--- src/hdl/frame_buffer_pool_allocator_assert.svh ---
// ----------------------------------------------------------------------------
// frame buffer pool allocator assertion macros
// concurrent checks on the clk/rst domain, compiled out when SYNTH is defined
// ----------------------------------------------------------------------------
`ifndef FRAME_BUFFER_POOL_ALLOCATOR_ASSERT_SVH
`define FRAME_BUFFER_POOL_ALLOCATOR_ASSERT_SVH

`ifndef SYNTH

`define FBPA_CHECK(lbl, prop) \
  lbl: assert property (@(posedge clk) disable iff (rst) prop) \
    else $error("fbpa check failed");

`define FBPA_CHECK_NEXT(lbl, ante, cons) \
  lbl: assert property (@(posedge clk) disable iff (rst) (ante) |=> (cons)) \
    else $error("fbpa sequence check failed");

`else

`define FBPA_CHECK(lbl, prop)

`define FBPA_CHECK_NEXT(lbl, ante, cons)

`endif

`endif

--- src/hdl/fbpa_pkg.sv ---
// ----------------------------------------------------------------------------
// fbpa_pkg
// types, constants and helpers shared by the pool allocator cells and top
// ----------------------------------------------------------------------------
`default_nettype none

package fbpa_pkg;

  localparam int MAX_ENTRIES = 16;
  localparam int ID_BITS     = 16;
  localparam int IDX_W       = $clog2(MAX_ENTRIES);
  localparam int CNT_W       = $clog2(MAX_ENTRIES + 1);
  localparam int REG_W       = 5;

  typedef enum logic [1:0] {
    OP_ACQUIRE = 2'd0,
    OP_RELEASE = 2'd1,
    OP_MARK    = 2'd2,
    OP_INIT    = 2'd3
  } op_t;

  typedef enum logic [1:0] {
    USE_FREE = 2'd0,
    USE_MAIN = 2'd1,
    USE_PREP = 2'd2
  } use_t;

  typedef struct packed {
    op_t                operation;
    logic signed [15:0] page_id;
    logic               for_main;
    logic [3:0]         entry_index;
  } in_word_t;

  typedef struct packed {
    logic       granted;
    logic [3:0] granted_index;
    logic       is_device_buffer;
    logic       has_picture;
  } out_word_t;

  // "some earlier entry is a candidate" flags rippling down the chain
  typedef struct packed {
    logic matched;
    logic blank;
    logic free;
  } chain_t;

  typedef struct packed {
    logic grant;
    logic picture;
  } cell_out_t;

  function automatic logic [ID_BITS-1:0] to_id(input logic signed [15:0] p);
    logic signed [ID_BITS+15:0] ext;
    ext = (ID_BITS + 16)'(p);
    return ext[ID_BITS-1:0];
  endfunction

  function automatic logic [CNT_W-1:0] clamp_pool(input logic [REG_W-1:0] r);
    logic [CNT_W-1:0] n;
    if (r == '0) begin
      n = CNT_W'(1);
    end else if (32'(r) > MAX_ENTRIES) begin
      n = CNT_W'(MAX_ENTRIES);
    end else begin
      n = CNT_W'(r);
    end
    return n;
  endfunction

endpackage

`default_nettype wire

--- src/hdl/fbpa_cell.sv ---
// ----------------------------------------------------------------------------
// fbpa_cell
// one pool entry: id, use state and picture flag, with its link in the
// priority search chain and its own update on every command
// ----------------------------------------------------------------------------
`default_nettype none

module fbpa_cell (
  input  wire logic                    clk,
  input  wire logic                    rst,
  input  wire logic [fbpa_pkg::IDX_W-1:0] index,
  input  wire logic [fbpa_pkg::CNT_W-1:0] pool_size,
  input  wire logic                    cmd_valid,
  input  wire fbpa_pkg::in_word_t      cmd,
  input  wire fbpa_pkg::chain_t        chain_in,
  input  wire fbpa_pkg::chain_t        chain_end,
  output fbpa_pkg::chain_t             chain_out,
  output fbpa_pkg::cell_out_t          result
);
  import fbpa_pkg::*;

  logic [ID_BITS-1:0] page_id;
  use_t               use_state;
  logic               filled;

  logic [ID_BITS-1:0] req_id;
  logic               active;
  logic               is_free;
  chain_t             mine;
  logic               acquire;
  logic               win_match;
  logic               win_blank;
  logic               win_free;
  logic               win_fallback;
  logic               grant;
  logic               targeted;
  logic               is_device;

  assign req_id    = to_id(cmd.page_id);
  assign active    = CNT_W'(index) < pool_size;
  assign is_free   = active && (use_state == USE_FREE);
  assign is_device = (CNT_W'(index) == pool_size - CNT_W'(1)) && (pool_size > CNT_W'(1));

  assign mine.matched = is_free && (page_id == req_id);
  assign mine.blank   = is_free && !filled;
  assign mine.free    = is_free;

  assign chain_out = chain_in | mine;

  assign acquire      = cmd_valid && (cmd.operation == OP_ACQUIRE);
  assign win_match    = mine.matched && !chain_in.matched;
  assign win_blank    = !chain_end.matched && mine.blank && !chain_in.blank;
  assign win_free     = !chain_end.matched && !chain_end.blank && mine.free && !chain_in.free;
  assign win_fallback = !chain_end.free && cmd.for_main && (index == '0);
  assign grant        = acquire && (win_match || win_blank || win_free || win_fallback);
  assign targeted     = active && (cmd.entry_index == 4'(index));

  assign result.grant   = grant;
  assign result.picture = grant && win_match && filled;

  always_ff @(posedge clk) begin
    if (rst) begin
      page_id   <= '0;
      use_state <= USE_FREE;
      filled    <= 1'b0;
    end else if (cmd_valid) begin
      unique case (cmd.operation)
        OP_ACQUIRE: begin
          if (grant) begin
            use_state <= cmd.for_main ? USE_MAIN : USE_PREP;
            if (!win_match) begin
              page_id <= req_id;
              filled  <= 1'b0;
            end
          end
        end
        OP_RELEASE: begin
          if (targeted) begin
            use_state <= USE_FREE;
            if (page_id == '1) begin
              filled <= 1'b0;
            end
          end
        end
        OP_MARK: begin
          if (targeted) begin
            filled <= 1'b1;
          end
        end
        OP_INIT: begin
          page_id   <= '0;
          filled    <= 1'b0;
          use_state <= is_device ? USE_MAIN : USE_FREE;
        end
        default: begin
          use_state <= use_state;
        end
      endcase
    end
  end

endmodule

`default_nettype wire

--- src/hdl/frame_buffer_pool_allocator.sv ---
// ----------------------------------------------------------------------------
// frame_buffer_pool_allocator
// page buffer pool with priority acquire, release, fill marking and init
// ----------------------------------------------------------------------------
// Each command runs as follows: start is taken when busy is low, busy is
// high for the following cycle while the command ripples through the chain
// of sixteen entry cells and commits, and the result word appears on the
// result port with done high for one cycle after that. The next command may
// be started in the cycle done is high. The result must be captured in that
// cycle; there is no way to hold it. pool_entries sets the active entries at
// once; the device entry is set up only at the next init command.
`default_nettype none

`include "frame_buffer_pool_allocator_assert.svh"

module frame_buffer_pool_allocator (
  input  wire logic                 clk,
  input  wire logic                 rst,
  input  wire logic                 start,
  output logic                      busy,
  input  wire fbpa_pkg::in_word_t   cmd,
  output logic                      done,
  output fbpa_pkg::out_word_t       result,
  input  wire logic                 psel,
  input  wire logic                 penable,
  input  wire logic                 pwrite,
  input  wire logic [2:0]           paddr,
  input  wire logic [31:0]          pwdata,
  output logic [31:0]               prdata,
  output logic                      pready
);
  import fbpa_pkg::*;

  logic [REG_W-1:0] pool_entries;
  logic [CNT_W-1:0] pool_size;
  in_word_t         cmd_q;

  chain_t             chain [MAX_ENTRIES+1];
  cell_out_t          cell_res [MAX_ENTRIES];
  logic [MAX_ENTRIES-1:0] grant_vec;

  logic             grant_any;
  logic [IDX_W-1:0] grant_idx;
  logic             grant_pic;
  logic             is_acq;

  // config register
  assign pready = 1'b1;
  assign prdata = (paddr[2] == 1'b0) ? 32'(pool_entries) : 32'd0;

  always_ff @(posedge clk) begin
    if (rst) begin
      pool_entries <= REG_W'(1);
    end else if (psel && penable && pwrite && (paddr[2] == 1'b0)) begin
      pool_entries <= pwdata[REG_W-1:0];
    end
  end

  assign pool_size = clamp_pool(pool_entries);

  // command sequencing
  always_ff @(posedge clk) begin
    if (rst) begin
      busy <= 1'b0;
      done <= 1'b0;
    end else begin
      busy <= start && !busy;
      done <= busy;
    end
  end

  always_ff @(posedge clk) begin
    if (start && !busy) begin
      cmd_q <= cmd;
    end
  end

  // entry chain
  assign chain[0] = '0;

  for (genvar i = 0; i < MAX_ENTRIES; i++) begin : g_cell
    fbpa_cell u_cell (
      .clk       (clk),
      .rst       (rst),
      .index     (IDX_W'(i)),
      .pool_size (pool_size),
      .cmd_valid (busy),
      .cmd       (cmd_q),
      .chain_in  (chain[i]),
      .chain_end (chain[MAX_ENTRIES]),
      .chain_out (chain[i+1]),
      .result    (cell_res[i])
    );
    assign grant_vec[i] = cell_res[i].grant;
  end

  always_comb begin
    grant_idx = '0;
    grant_pic = 1'b0;
    for (int i = 0; i < MAX_ENTRIES; i++) begin
      grant_idx = grant_idx | (cell_res[i].grant ? IDX_W'(i) : '0);
      grant_pic = grant_pic | cell_res[i].picture;
    end
  end

  assign grant_any = |grant_vec;
  assign is_acq    = (cmd_q.operation == OP_ACQUIRE);

  always_ff @(posedge clk) begin
    if (busy) begin
      result.granted          <= !is_acq || grant_any;
      result.granted_index    <= is_acq ? 4'(grant_idx) : 4'd0;
      result.is_device_buffer <= is_acq && grant_any &&
                                 (CNT_W'(grant_idx) == pool_size - CNT_W'(1));
      result.has_picture      <= is_acq && grant_pic;
    end
  end

  `FBPA_CHECK(grant_single, $onehot0(grant_vec))
  `FBPA_CHECK_NEXT(start_takes_one_cycle, start && !busy, busy && !done)
  `FBPA_CHECK_NEXT(busy_then_result, busy, done && !busy)
  `FBPA_CHECK(no_grant_when_idle, !busy |-> (grant_vec == '0))

endmodule

`default_nettype wire

--- config.mk ---
export PLATFORM = sky130hd
export DESIGN_NAME = frame_buffer_pool_allocator
export DESIGN_NICKNAME = d
export VERILOG_FILES = /design/src/hdl/fbpa_pkg.sv /design/src/hdl/fbpa_cell.sv /design/src/hdl/frame_buffer_pool_allocator.sv
export VERILOG_INCLUDE_DIRS = /design/src /design/src/hdl
export SDC_FILE = /design/constraint.sdc
export NUM_CORES = 1
export LEC_CHECK = 0
export BUFFER_PORTS_ARGS = -buffer_cell sky130_fd_sc_hd__buf_4
export CORE_MARGIN = 1
export CORE_UTILIZATION = 40
export DETAILED_ROUTE_END_ITERATION = 7
export SETUP_SLACK_MARGIN = 0.1
export SYNTH_ARGS = -nofsm -noshare
export SYNTH_HDL_FRONTEND = slang
export SYNTH_HIERARCHICAL = 1
export SYNTH_SLANG_ARGS = --single-unit
--- constraint.sdc ---
create_clock -name clk -period 15.95 [get_ports clk]
set_input_delay 1.595 -clock clk [delete_from_list [all_inputs] [get_ports clk]]
set_output_delay 1.595 -clock clk [all_outputs]
set_load 0.02 [all_outputs]
==> metrics.csv <==
metric,value,unit
outcome,"complete, but fails checks",
failed_checks,DRC,
ys_types,64,
grt_pass1_wl,119000,microns
layout_commonest_cell,inv_1,
cts_tree,yes,
clock_latency,580,ps
cts_resized,0,
die_area,67400,sq um
grt_antenna_before_repair,0,
power,0.00218,W
cp-startpoint,pool_entries[4]$_SDFFE_PP0P_,
cp-end-kind,register,
cts_made_buffers,41,
post-place-ws,7110,ps
core_region_area,65700,sq um
ys_seq_area_share,26.9,%
netSwitchingFraction,29.0,%
die_h,260,microns
ctsHtreeMaxLevel,2,
synthTopCellsByArea,"dfxtp_1 23%, xor2_1 11%, o32ai_2 9.4%",
synth_top_area_share,23.5,%
critPathRequiredTime,16330,ps
nFillCells,6351,
routabilityCongestion,0.889,
clk_pin_slew,60,ps
path_class,register to register,
powerDensity,73.3,nW/um^2
reg2reg_from,pool_entries[4]$_SDFFE_PP0P_,
layout_common_cells,"540 x inv_1, 338 x xor2_1, 309 x dfxtp_1",
worstMarginPinSlew,1040,ps
slew_viol_final,0,
start_kind,register,
drc,2,
layout-drive-gt1-share,14.1,%
hp-start,g_cell[5].u_cell/use_state[1]$_SDFFE_PP0P_,
track_usage,22.4,%
hold_path.class,register to register,
setup_slack,7050,ps
cp_top_family,compound AO/OA/AOI/OAI gates,
synth_area_leader_cell,dfxtp_1,
area_delta_synth_final,12.1,%
max_clock_freq,112,MHz
ioPinCount,106,
synth_cells,2978,
grt_max_degree,118,
vdd_ir_drop_max,0.0706,mV
grt_pass1_vias,20453,
maxCapViolCount,0,
sequentialPowerShare,40.3,%
hold_viol,0,
path_buf_inv,14,
ys_ff_latch,341,
cp.arrival,9270,ps
dpl.cell_count,4071,
fp.dieW,260,microns
max_stage_delay,660,ps
wl,76400,microns
n_antenna_cell,0,
syn_area,26500,sq um
initial_utilization,40.4,%
nets,3411,
io_buffer_count,48,
maxSlewHeadroom,29.9,%
drt_iter0_markers,2053,
fin_crit_sh,55.8,%
crit_slowest_cell,dfxtp_2,
cpMostUsedCell,inv_1,
dp_hpwl,50000,microns
postCtsHoldBufs,0,
clockBufferDepth,3,
tns,0,ps
setup_violations,0,
rsz0062_at_grt,no,
ant_nets,0,
switchingPower,0.000633,W
vias,22147,
p_leak,11.7,nW
routedWlPerCell,18.4,microns
synthArstFlopShare,0,%
post_cts_buffers,0,
internal_power,0.00155,W
final_cells,4144,
p_clk_share,44.2,%
synth_edf_count,30,
crit_fanout,21,
grt_overflow,0,
ys.warnings.count,6,
period_minus_slack,8900,ps
rows,94,
rrSetupSlack,7050,ps
viasPerCell,5.34,
ys.flop_type,dfxtp_1,
clock_tree.root_cell,clkbuf_16,
avgSynthCellArea,8.91,sq um
dr.pass1.iters,8,
worst_clock_skew,24.7,ps
p_comb_share,15.5,%
clock_sinks,341,
-- Yosys cell counts (15+ instances only) --
cell,count
a211o_1,19
a21o_1,23
a21oi_1,45
a311oi_1,16
a31oi_1,18
a32oi_1,16
buf_4,53
buf_6,25
clkbuf_1,49
dfxtp_1,311
edfxtp_1,30
ha_1,97
inv_1,541
nand2_1,234
nand2b_1,16
nand3_1,69
nand3_2,25
nand3b_1,16
nand4_1,74
nor2_1,93
nor2b_1,25
nor3_1,60
nor4_1,106
nor4_2,23
o2111ai_2,16
o211ai_1,25
o31ai_1,25
o32ai_1,126
o32ai_2,153
or2_2,15
or3_1,15
xnor2_1,50
xor2_1,338
-- through the flow --
| stage | cell area, sq um | util, % | hold slack, ps |
|---|---|---|---|
| 2_1_floorplan | 27600 | - | 461 |
| 3_3_place_gp | 28400 | 43.1 | 476 |
| 3_5_place_dp | 28400 | 43.1 | 482 |
| 4_1_cts | 29700 | 45.2 | 490 |
| 5_1_grt | 29700 | 45.2 | 506 |
| 6_report | 29700 | 45.2 | 492 |
-- logic make-up (layout without fill, tap and decap cells) --
| kind of cell | count (synthesis) | in the layout | synth area share (%) |
|---|---|---|---|
| and+or+nand+nor | 835 | 835 | 18.5 |
| buffers and inverters | 684 | 712 | 11.6 |
| AOI/OAI and AO/OA | 618 | 618 | 25.2 |
| xor gates and xnor gates | 388 | 388 | 12.8 |
| DFF | 341 | 341 | 26.9 |
| adders and majority gates | 97 | 97 | 4.57 |
| muxes | 13 | 13 | 0.490 |
| other | 2 | 276 | 0.0283 |
-- tightest hold or removal path, delay by kind of cell (launching register included) --
kind           cells  cell delay, ps
AO/OA/AOI/OAI      2             140
flip-flops         1             310
-- per-layer routing --
layer / global-route usage (%) / routed length, microns
met2: 35.5 / 34500
met1: 31.6 / 36400
met3: 2.42 / 3420
met4: 7.04 / 2040
met5: 0 / 0
-- power by group through the flow --
| stage | clock (W) | sequential [W] | combinational [W] |
|---|---|---|---|
| after floorplan | 0 | 0.000923 | 0.000225 |
| after global placement | 0 | 0.000898 | 0.000331 |
| after detailed placement | 0 | 0.000897 | 0.000332 |
| after CTS | 0.000986 | 0.000879 | 0.000333 |
| after global routing | 0.00102 | 0.000879 | 0.000370 |
| final | 0.000963 | 0.000879 | 0.000337 |
-- state kept, by name, indices dropped and copies added (netlist names) --
signal and cells:
g_cell.u_cell/use_state 32, g_cell.u_cell/filled 16, cmd_q 23, pool_entries 5
g_cell.u_cell/page_id 256, done 1, busy 1, result 7
-- area by class of cell --
type	instances	area [sq um]	area share [%]
multi-input cells	2227	17400	58.4
flip-flops and latches	341	7130	24.0
inverters	550	2060	6.94
clock buffers	63	1280	4.29
well taps	864	1080	3.63
repair buffers	89	701	2.36
clock inverters	10	106	0.358
-- path summary, 6_finish.rpt --
path                                                      to  depth (start not counted)
hold reg to reg   g_cell[5].u_cell/use_state[1]$_SDFFE_PP0P_                          2
setup / recovery                         result[1]$_DFFE_PP_                         43
hold / removal    g_cell[5].u_cell/use_state[1]$_SDFFE_PP0P_                          2
setup reg to reg                         result[1]$_DFFE_PP_                         43
(Power assumes the default switching activity.)
